--- config.mk ---
export PLATFORM = sky130hd
export DESIGN_NAME = symmetric_table_waveshaper
export DESIGN_NICKNAME = d
export VERILOG_FILES = /design/src/hdl/stws_pkg.sv /design/src/hdl/stws_ram.sv /design/src/hdl/symmetric_table_waveshaper.sv
export SDC_FILE = /design/constraint.sdc
export NUM_CORES = 2
export LEC_CHECK = 0
export ABC_AREA = 1
export BUFFER_PORTS_ARGS = -buffer_cell sky130_fd_sc_hd__buf_4
export CORE_ASPECT_RATIO = 0.5
export CORE_MARGIN = 1.5
export CORE_UTILIZATION = 35
export DETAILED_ROUTE_END_ITERATION = 7
export HOLD_SLACK_MARGIN = 0.15
export PLACE_DENSITY = 0.46
export SLEW_MARGIN = 20
export SYNTH_ARGS = -nofsm -noshare
export SYNTH_HDL_FRONTEND = slang
export SYNTH_SLANG_ARGS = --single-unit
--- constraint.sdc ---
create_clock -name clk -period 13.8 [get_ports clk]
set_input_delay 1.38 -clock clk [delete_from_list [all_inputs] [get_ports clk]]
set_output_delay 1.38 -clock clk [all_outputs]
set_load 0.05 [all_outputs]
--- src/hdl/stws_pkg.sv ---
// ----------------------------------------------------------------------------
// stws_pkg
// Shared constants, types and curve-point mapping for the waveshaper.
// ----------------------------------------------------------------------------
package stws_pkg;

	localparam int MAX_COEFS = 16;
	localparam int AW        = $clog2(MAX_COEFS);
	localparam int COEF_W    = 16;
	localparam int COUNT_W   = 5;
	localparam int SEG_W     = COUNT_W + 1;
	localparam int FRAC_W    = 15;
	localparam int POS_W     = COEF_W + COUNT_W;
	localparam int SHAPED_W  = 17;

	localparam logic ACT_LOAD  = 1'b0;
	localparam logic ACT_SHAPE = 1'b1;

	// Reference to one point of the mirrored curve.
	typedef struct packed {
		logic [AW-1:0] addr;
		logic          neg;
		logic          zero;
	} point_ref_t;

	// Map curve point k of a 2n+1 point curve onto a table slot.
	function automatic point_ref_t point_map(input logic [SEG_W-1:0] k,
	                                         input logic [COUNT_W-1:0] n);
		point_ref_t          r;
		logic [SEG_W-1:0]    nn;
		logic [SEG_W-1:0]    off;
		nn     = {1'b0, n};
		r      = '0;
		if (k < nn) begin
			off    = nn - k - SEG_W'(1);
			r.addr = off[AW-1:0];
			r.neg  = 1'b1;
		end else if (k == nn) begin
			r.zero = 1'b1;
		end else begin
			off    = k - nn - SEG_W'(1);
			r.addr = off[AW-1:0];
			r.zero = (32'(off) >= MAX_COEFS);
		end
		return r;
	endfunction

endpackage

--- src/hdl/stws_ram.sv ---
// ----------------------------------------------------------------------------
// stws_ram
// Generic RAM: one write port, two registered read ports.
// ----------------------------------------------------------------------------
module stws_ram #(
	parameter int WIDTH = 16,
	parameter int DEPTH = 16
) (
	input  logic                     clk,
	input  logic                     we,
	input  logic [$clog2(DEPTH)-1:0] waddr,
	input  logic [WIDTH-1:0]         wdata,
	input  logic                     re,
	input  logic [$clog2(DEPTH)-1:0] raddr_a,
	input  logic [$clog2(DEPTH)-1:0] raddr_b,
	output logic [WIDTH-1:0]         rdata_a,
	output logic [WIDTH-1:0]         rdata_b
);

	logic [WIDTH-1:0] mem_q [DEPTH];

	always_ff @(posedge clk) begin
		if (we) begin
			mem_q[waddr] <= wdata;
		end
		if (re) begin
			rdata_a <= mem_q[raddr_a];
			rdata_b <= mem_q[raddr_b];
		end
	end

endmodule

--- src/hdl/symmetric_table_waveshaper.sv ---
// ----------------------------------------------------------------------------
// symmetric_table_waveshaper
// Odd-symmetric piecewise-linear waveshaper for signed Q1.15 samples.
// ----------------------------------------------------------------------------
// The block takes one request per clock while the output is not stalled. A
// request passes four register stages, the first loaded at the accepting
// edge: position multiply, coefficient RAM read, interpolation multiply, and
// the rounding add into the output register.
// Load requests (tuser low) write one
// coefficient into the table and produce no output; a sample that follows a
// load in the next cycle already sees the new value. The coefficient table
// reads as zero until a slot is written. coef_count picks how many
// coefficients form the positive half of the curve (values above the table
// size saturate, zero gives silence); write it only while the block is idle.
// Output backpressure stalls the whole pipeline.
module symmetric_table_waveshaper
	import stws_pkg::*;
(
	input  logic                clk,
	input  logic                arst_n,
	// configuration
	input  logic                coef_count_wr_en,
	input  logic [COUNT_W-1:0]  coef_count_wr_data,
	// request stream
	input  logic                s_axis_tvalid,
	output logic                s_axis_tready,
	input  logic [39:0]         s_axis_tdata,  // coef_index[3:0], coef_value[19:4],
	                                           // sample[35:20], zero pad [39:36]
	input  logic                s_axis_tuser,  // action
	input  logic                s_axis_tlast,  // last_in
	// result stream
	output logic                m_axis_tvalid,
	input  logic                m_axis_tready,
	output logic [23:0]         m_axis_tdata,  // shaped[16:0], zero pad [23:17]
	output logic                m_axis_tlast   // last_out
);

	// ------------------------------------------------------------------
	// Request fields
	// ------------------------------------------------------------------
	logic [3:0]          in_coef_index;
	logic [COEF_W-1:0]   in_coef_value;
	logic [15:0]         in_sample;
	logic [COEF_W-1:0]   in_u;
	logic [COUNT_W-1:0]  in_n;
	logic                advance;
	logic                accept;

	assign in_coef_index = s_axis_tdata[3:0];
	assign in_coef_value = s_axis_tdata[19:4];
	assign in_sample     = s_axis_tdata[35:20];

	// Flip the sign bit: u = s + 32768.
	assign in_u = in_sample ^ 16'h8000;

	// The whole pipeline moves unless the output register is full and held.
	logic out_valid_q;
	assign advance       = !out_valid_q || m_axis_tready;
	assign s_axis_tready = advance;
	assign accept        = s_axis_tvalid && advance;

	// ------------------------------------------------------------------
	// Configuration register
	// ------------------------------------------------------------------
	logic [COUNT_W-1:0] coef_count_q;

	always_ff @(posedge clk or negedge arst_n) begin
		if (!arst_n) begin
			coef_count_q <= '0;
		end else if (coef_count_wr_en) begin
			coef_count_q <= coef_count_wr_data;
		end
	end

	// Saturate the count to the table size.
	assign in_n = (32'(coef_count_q) > MAX_COEFS) ? COUNT_W'(MAX_COEFS) : coef_count_q;

	// ------------------------------------------------------------------
	// Stage 1: position u*n, load payload
	// ------------------------------------------------------------------
	logic                 smp_s1;
	logic                 load_s1;
	logic [POS_W-1:0]     pos_s1;
	logic [COUNT_W-1:0]   n_s1;
	logic                 last_s1;
	logic [3:0]           idx_s1;
	logic [COEF_W-1:0]    val_s1;

	always_ff @(posedge clk or negedge arst_n) begin
		if (!arst_n) begin
			smp_s1  <= 1'b0;
			load_s1 <= 1'b0;
		end else if (advance) begin
			smp_s1  <= accept && (s_axis_tuser == ACT_SHAPE);
			load_s1 <= accept && (s_axis_tuser == ACT_LOAD);
		end
	end

	always_ff @(posedge clk) begin
		if (accept) begin
			pos_s1  <= POS_W'(in_u) * POS_W'(in_n);
			n_s1    <= in_n;
			last_s1 <= s_axis_tlast;
			idx_s1  <= in_coef_index;
			val_s1  <= in_coef_value;
		end
	end

	// Segment index and fraction; map both end points onto table slots.
	logic [SEG_W-1:0]  seg_s1;
	logic [SEG_W-1:0]  seg_next_s1;
	logic [FRAC_W-1:0] frac_s1;
	point_ref_t        pa_s1;
	point_ref_t        pb_s1;

	assign seg_s1      = pos_s1[POS_W-1:FRAC_W];
	assign seg_next_s1 = seg_s1 + SEG_W'(1);
	assign frac_s1     = pos_s1[FRAC_W-1:0];
	assign pa_s1       = point_map(seg_s1, n_s1);
	assign pb_s1       = point_map(seg_next_s1, n_s1);

	// ------------------------------------------------------------------
	// Coefficient table: write from a load leaving stage 1, read for a
	// sample leaving stage 1. Only one request sits in stage 1, so a load
	// and a later sample never touch the RAM in the same cycle.
	// ------------------------------------------------------------------
	logic                 ram_we;
	logic                 ram_re;
	logic [COEF_W-1:0]    rdata_a;
	logic [COEF_W-1:0]    rdata_b;
	logic [MAX_COEFS-1:0] written_q;

	assign ram_we = advance && load_s1 && (32'(idx_s1) < MAX_COEFS);
	assign ram_re = advance && smp_s1;

	stws_ram #(
		.WIDTH (COEF_W),
		.DEPTH (MAX_COEFS)
	) u_coef_ram (
		.clk     (clk),
		.we      (ram_we),
		.waddr   (idx_s1[AW-1:0]),
		.wdata   (val_s1),
		.re      (ram_re),
		.raddr_a (pa_s1.addr),
		.raddr_b (pb_s1.addr),
		.rdata_a (rdata_a),
		.rdata_b (rdata_b)
	);

	// Track written slots; an unwritten slot reads as zero.
	always_ff @(posedge clk or negedge arst_n) begin
		if (!arst_n) begin
			written_q <= '0;
		end else if (ram_we) begin
			written_q[idx_s1[AW-1:0]] <= 1'b1;
		end
	end

	// ------------------------------------------------------------------
	// Stage 2: RAM data arrives; form signed points and weights
	// ------------------------------------------------------------------
	logic              smp_s2;
	point_ref_t        pa_s2;
	point_ref_t        pb_s2;
	logic              wa_s2;
	logic              wb_s2;
	logic [FRAC_W-1:0] frac_s2;
	logic              last_s2;

	always_ff @(posedge clk or negedge arst_n) begin
		if (!arst_n) begin
			smp_s2 <= 1'b0;
		end else if (advance) begin
			smp_s2 <= smp_s1;
		end
	end

	always_ff @(posedge clk) begin
		if (ram_re) begin
			pa_s2   <= pa_s1;
			pb_s2   <= pb_s1;
			wa_s2   <= written_q[pa_s1.addr];
			wb_s2   <= written_q[pb_s1.addr];
			frac_s2 <= frac_s1;
			last_s2 <= last_s1;
		end
	end

	logic [COEF_W-1:0]          mag_a;
	logic [COEF_W-1:0]          mag_b;
	logic signed [SHAPED_W-1:0] pt_a;
	logic signed [SHAPED_W-1:0] pt_b;
	logic signed [SHAPED_W-1:0] wt_a;
	logic signed [SHAPED_W-1:0] wt_b;

	assign mag_a = (pa_s2.zero || !wa_s2) ? '0 : rdata_a;
	assign mag_b = (pb_s2.zero || !wb_s2) ? '0 : rdata_b;
	assign pt_a  = pa_s2.neg ? -$signed({1'b0, mag_a}) : $signed({1'b0, mag_a});
	assign pt_b  = pb_s2.neg ? -$signed({1'b0, mag_b}) : $signed({1'b0, mag_b});
	// Weights: 32768 - f for the left point, f for the right one.
	assign wt_a  = $signed(SHAPED_W'(32768) - SHAPED_W'(frac_s2));
	assign wt_b  = $signed(SHAPED_W'(frac_s2));

	// ------------------------------------------------------------------
	// Stage 3: registered products
	// ------------------------------------------------------------------
	localparam int PROD_W = 2 * SHAPED_W;

	logic                     smp_s3;
	logic signed [PROD_W-1:0] prod_a_s3;
	logic signed [PROD_W-1:0] prod_b_s3;
	logic                     last_s3;

	always_ff @(posedge clk or negedge arst_n) begin
		if (!arst_n) begin
			smp_s3 <= 1'b0;
		end else if (advance) begin
			smp_s3 <= smp_s2;
		end
	end

	always_ff @(posedge clk) begin
		if (advance && smp_s2) begin
			prod_a_s3 <= pt_a * wt_a;
			prod_b_s3 <= pt_b * wt_b;
			last_s3   <= last_s2;
		end
	end

	// Round to nearest, ties up: floor((num + 16384) / 32768).
	logic signed [PROD_W-1:0] biased;
	logic [SHAPED_W-1:0]      shaped_d;

	assign biased   = prod_a_s3 + prod_b_s3 + PROD_W'(16384);
	assign shaped_d = biased[FRAC_W+SHAPED_W-1:FRAC_W];

	// ------------------------------------------------------------------
	// Output register
	// ------------------------------------------------------------------
	logic [SHAPED_W-1:0] shaped_q;
	logic                last_q;

	always_ff @(posedge clk or negedge arst_n) begin
		if (!arst_n) begin
			out_valid_q <= 1'b0;
		end else if (advance) begin
			out_valid_q <= smp_s3;
		end
	end

	always_ff @(posedge clk) begin
		if (advance && smp_s3) begin
			shaped_q <= shaped_d;
			last_q   <= last_s3;
		end
	end

	assign m_axis_tvalid = out_valid_q;
	assign m_axis_tdata  = {7'd0, shaped_q};
	assign m_axis_tlast  = last_q;

	// ------------------------------------------------------------------
	// Assertions
	// ------------------------------------------------------------------
`ifndef SYNTHESIS
	// Segment index stays inside the 2n-point span of the curve.
	a_seg_range: assert property (@(posedge clk) disable iff (!arst_n)
		smp_s1 |-> (n_s1 == '0) || (seg_s1 < {n_s1, 1'b0}))
		else $error("segment index beyond curve");

	// The right end point never lies left of a positive-half left point.
	a_point_order: assert property (@(posedge clk) disable iff (!arst_n)
		(smp_s2 && !pa_s2.neg && !pa_s2.zero) |-> !pb_s2.neg)
		else $error("curve points out of order");

	// A stall freezes the product stage.
	a_stall_hold: assert property (@(posedge clk) disable iff (!arst_n)
		(!advance && smp_s3) |=> smp_s3 && $stable(prod_a_s3) && $stable(prod_b_s3))
		else $error("product stage moved during stall");

	// Table writes only happen while the pipeline advances.
	a_write_adv: assert property (@(posedge clk) disable iff (!arst_n)
		ram_we |-> advance && !smp_s1)
		else $error("table write outside an advancing load");
`endif

endmodule
-- Yosys cells after proc, flatten, opt, wreduce, memory -nomap -nowiden
Memories as Yosys holds them, arrays and structs flattened. A register that Yosys moved wholly into a read port is not among the register bits.
Cells that the tools add are included.
- register bits after elaboration: 178
- memories: 1
- output and inout bits: 27
- word-level logic and storage cells: 92
- RAM bits: 256
- input bits: 52
- memories (name ; depth ; width ; rd ports ; clocked after Yosys merged registers in ; write ports ; RTL line ; RTL):
    u_coef_ram.mem_q ; 16 ; 16 ; 2 ; 2 ; 1 ; stws_ram.sv:20 ; logic [WIDTH-1:0] mem_q [DEPTH];
- magnitude comparators: 9
- equal/unequal tests: 2
- bitwise gates (word level): 3
- reductions and logical operators: 14
- add/sub/neg operators: 14
- $mul: 3
- multiplexer cells: 21
- operator list (cell ; number):
    two-way mux 17 bit ; 2
    negation 16 -> 17 bit ; 2
    adder 32 x 16 -> 32 bit (second input constant) ; 1
    adder 32 bit ; 1
    multiplier 17 x 16 -> 32 bit ; 1
    multiplier 17 x 17 -> 32 bit ; 1
    two-way mux 16 bit ; 2
    multiplier 16 x 5 -> 21 bit ; 1
    subtractor 16 x 15 -> 17 bit (first input constant) ; 1
    two-way mux 4 bit ; 4
    OR 16 bit ; 1
    less-than comparator 4 x 5 -> 1 bit (second input constant) ; 3
    equality test 6 x 5 -> 1 bit ; 2
    >= comparator 6 x 5 -> 1 bit (second input constant) ; 2
    less-than comparator 6 x 5 -> 1 bit ; 2
    subtractor 6 x 1 -> 6 bit (second input constant) ; 2
    subtractor 6 x 5 -> 6 bit ; 2
    two-way mux 1 bit ; 9
    binary-select mux 1 bit (select 4 bit) ; 2
    logical AND 1 bit ; 8
    subtractor 4 x 1 -> 4 bit (second input constant) ; 2
    subtractor 4 bit ; 2
    adder 6 x 1 -> 6 bit (second input constant) ; 1
    greater-than comparator 5 bit (second input constant) ; 1
    6 further kinds ; 11

-- Longest topological paths before layout
- word-level depth: 7
- gate-level depth with buffers: 40
- mapped depth without buffers: 39

-- Hierarchy
Synthesis repeated with hierarchy kept, for this count alone.
- cells, all modules: 5477
- area total of the unflattened synthesis: 47047.6 um2
- modules (own cells, without submodules) (module ; instances ; seq. area each (um2) ; cells an instance ; area an instance (um2)):
    symmetric_table_waveshaper ; 1 ; 5215.0 ; 3804 ; 32367.3
    stws_ram ; 1 ; 8648.3 ; 1673 ; 14680.3

-- Worst setup path before layout
Ideal clock, no wire load.
- kind: reg-to-reg
- from: register wb_s2
- to: register prod_b_s3[27] (data pin)
- path buffers: 2
- period minus slack after synthesis: 7.002 ns
- arrival: 6.749 ns
- cell stages (with the launch flop): 37
- path slack: 6.798 ns
- required time: 13.548 ns
- library setup time: 0.252 ns
- cells stage by stage: edfxtp_1 > inv_1 > nor2_2 > inv_1 > nor2_1 > inv_1 > buf_1 > ha_1 > nand3_1 > nor2_1 > nand2_1 > nor2_2 > nand2_1 > o211ai_1 > nand2_2 > inv_2 > nor2_1 > fa_1 > inv_1 > fa_1 > inv_1 > fa_1 > fa_1 > fa_1 > inv_1 > fa_1 > inv_1 > ha_1 > clkbuf_1 > nand4_1 > nor3_1 > nand4_1 > nand3_1 > a21o_1 > nand3_1 > nand3_1 > nand2_1
- cells in the longest elaborated chain, start to end: 6
- RTL lines (what ; RTL line ; RTL):
    from (decl) ; symmetric_table_waveshaper.sv:167 ; logic wb_s2;
    from (signal assigned) ; symmetric_table_waveshaper.sv:184 ; wb_s2 <= written_q[pb_s1.addr];
    logical NOT 1 bit (*) ; symmetric_table_waveshaper.sv:198 ; assign mag_b = (pb_s2.zero || !wb_s2) ? '0 : rdata_b;
    logical OR 1 bit (*) ; symmetric_table_waveshaper.sv:198 ;
    two-way mux 16 bit (*) ; symmetric_table_waveshaper.sv:198 ;
    negation 16 -> 17 bit ; symmetric_table_waveshaper.sv:200 ; assign pt_b = pb_s2.neg ? -$signed({1'b0, mag_b}) : $signed({1'b0, mag_b});
    two-way mux 17 bit (*) ; symmetric_table_waveshaper.sv:200 ;
    multiplier 17 x 16 -> 32 bit (*) ; symmetric_table_waveshaper.sv:226 ; prod_b_s3 <= pt_b * wt_b;
    to (signal assigned) ; symmetric_table_waveshaper.sv:226 ;
    to (decl) ; symmetric_table_waveshaper.sv:212 ; logic signed [PROD_W-1:0] prod_b_s3;
Mark *: on every way between the ends. The rest lies on a longest branch, timed or not.
A chain may end at the register's enable or synchronous reset.

-- Final worst setup path
- from: register wb_s2
- to: register prod_b_s3[31] (data pin)
The elaborated chain is that of the path after synthesis.

==> flow_summary.ini <==
[synth]
synth.avg_cell_area_um2 = 8.821
synth_edf_count = 440
synth_area_leader_cell = edfxtp_1
ys_types = 53
synthCells = 5269
ys_seq_area_share_pct = 29.83
syn_area_um2 = 46480
synth_top_area_share_pct = 28.43
ys_warn_count = 0
async_flop_share_pct = 5.579
yosys_register_bits = 466
synth_area_leaders = edfxtp_1 (28%), fa_1 (24%), inv_1 (8.8%)
synth_ff_type = edfxtp_1

[sta]
whs_ns = 0.4163
fin_skew_ns = 0.04120
fmax_mhz = 113.5
hold_viol_final = 0
fin_crit_ns = 8.811
worstMarginPinSlew_ns = 1.171
finalMaxSlewViolations = 0
fin_ws_ns = 4.989
rsz0062_at_grt = no
fin_crit_sh_pct = 63.85
setup_viol = 0
slew_headroom_pct = 21.80
fin_setup_tns_ns = 0

[clock_tree]
cts.repair.resized = 0
numCtsBuffers = 49
clk_pin_slew_ns = 0.06
clk_latency_ns = 0.65
cts_hold_buffers = 0
cts_setup_buffers = 0
cts_root_buf = clkbuf_16
cts_num_sinks = 466
cts_tree = done
cts_max_path_buffers = 3
htree_levels = 2

[floorplanning]
die-area_um2 = 135100
core.rowCount = 94
ios = 79
core_area_um2 = 131600
fp.dieH_um = 260.7
die_w_um = 518.3
initial_core_util_pct = 35.31

[route]
viasPerCell = 5.036
via_count = 35550
wl_per_cell_um = 20.08
first_pass_iters = 7
drc = 0
wl_um = 141700
first_iter_violations = 2802
ant_nets = 0

[setup_path]
critPathKind = reg2reg
crit_required_ns = 14.14
crit_top_cell = inv_1
r2r_cells = 31
cp_slowest_stage_delay_ns = 0.58
worstPathMaxFanout = 22
reg2reg_slack_ns = 4.99
endpoint_kind = flop
critPathSlowestCell = fa_1
arrival_ns = 9.15
start_kind = flop

[place]
dpl.hpwl_um = 102400
numPortBuffers = 67
gp_congestion = 0.9088
pre_cts_ws_ns = 5.097

[cells_and_area]
num-fill-cells = 13340
multi_input_area_um2 = 27680
final_util_pct = 38.30
drive_gt1_share_pct = 4.978
regArea_um2 = 13860
areaGrowthSynthToFinish_pct = 8.445
n_antenna_cell = 0
finalNetCount = 6136

[hold_path]
hp-class = reg2reg
hold_depth = 0

[global_routing]
grt_max_degree = 221
track_usage_pct = 20.97
grt_pass1_wl_um = 217200
overflow = 0
antenna_found_initial = 3
grt_pass1_vias = 36310

[run]
cap_viol_max_count = 0

[outcome]
status = finished, final reports clean
==> cells by family (layout without fill, tap and decap cells) <==
family	Yosys count	after routing	share of synthesized area (%)
AO/OA/AOI/OAI	444	444	5.906
XOR/XNOR	121	121	2.329
adder cells (fa/ha/maj)	840	840	31.77
buffers and inverters	1303	1311	11.02
flip-flops	466	466	29.83
multiplexers	1	1	0.02423
other	1	7	0.008068
AND/OR/NAND/NOR	2093	2093	19.11
==> state kept, by name, indices dropped and copies added (netlist names), 2 cells and up <==
register            cells
u_coef_ram.mem_q      256
prod_a_s3              32
prod_b_s3              32
pos_s1                 21
shaped_q               17
u_coef_ram.rdata_a     16
u_coef_ram.rdata_b     16
val_s1                 16
written_q              16
frac_s2                15
coef_count_q            5
n_s1                    5
idx_s1                  4
pa_s2                   2
pb_s2                   2
==> worst paths after layout <==
path,from,endpoint
worst max-delay path,wb_s2$_DFFE_PP_,prod_b_s3[31]$_DFFE_PP_
worst min-delay path,pos_s1[14]$_DFFE_PP_,frac_s2[14]$_DFFE_PP_
worst max register to register,wb_s2$_DFFE_PP_,prod_b_s3[31]$_DFFE_PP_
worst min register to register,pos_s1[14]$_DFFE_PP_,frac_s2[14]$_DFFE_PP_
max in group asynchronous,arst_n,written_q[12]$_DFFE_PN0P_
min in group asynchronous,arst_n,coef_count_q[1]$_DFFE_PN0P_
==> synthesized netlist by cell type (14+ instances only) <==
master	number
a21oi_1	137
buf_1	15
buf_2	67
buf_4	21
clkbuf_1	80
dfrtp_1	26
edfxtp_1	440
fa_1	567
ha_1	273
inv_1	1086
inv_2	14
nand2_1	992
nand3_1	502
nand3b_1	48
nand4_1	24
nor2_1	471
o211ai_1	146
o21ai_0	98
xnor2_1	40
xor2_1	78
==> metrics by stage <==
stage,cells,cell area (um^2)
floorplan,5275,46500
global placement,6969,48770
detailed placement,6969,48770
CTS,7059,50400
global route,7059,50400
finish,7059,50400
==> placed cells by master, fill, tap and decap left out, types with 8 or more instances in the layout <==
master | netlist | layout
ha_1 | 273 | 272
or2_2 | 8 | 8
a21oi_1 | 137 | 137
fa_1 | 567 | 567
clkinv_1 | 11 | 20
nand2_2 | 10 | 11
clkbuf_16 | 0 | 49
nand3b_1 | 48 | 48
a21o_1 | 10 | 10
xnor2_1 | 40 | 40
a31oi_1 | 8 | 8
nand2_1 | 992 | 989
nor2_2 | 8 | 12
xor2_1 | 78 | 78
inv_2 | 14 | 14
o21ai_0 | 98 | 98
nand3_1 | 502 | 502
nand4_1 | 24 | 24
o211ai_1 | 146 | 146
clkbuf_1 | 80 | 10
nor3_1 | 13 | 13
o21bai_1 | 10 | 10
dfrtp_1 | 26 | 26
inv_1 | 1086 | 1085
buf_4 | 21 | 109
edfxtp_1 | 440 | 440
nor2_4 | 1 | 16
nor2_1 | 471 | 452
==> worst max-delay path, delay by kind of cell, from the launching register on <==
kind / cells / cell delay [ns]
AO/OA/AOI/OAI: 4 / 0.92
adder cells (fa/ha/maj): 8 / 3.88
buffers and inverters: 8 / 1.66
flip-flops: 1 / 0.32
AND/OR/NAND/NOR: 11 / 1.69
==> final cells by class <==
type	instances	area share, %
clock buffer	59	2.507
clock inverter	31	0.7298
inverter	1111	8.276
multi-input combinational	3506	54.91
sequential	466	27.51
tap	1776	4.409
timing repair buffer	110	1.663
==> routing by layer <==
metal  up-vias  track usage, %  share of wire [%]
met4         0           4.657                2.1
met3       218           3.043                5.8
li1      16520               -                  -
met5         -               0                  0
met1     17750           29.81                 47
met2      1065           33.88                 45
Power is left out: the tool's default activity adds up to more than one toggle a clock period on the data nets, which glitch-free logic cannot reach.
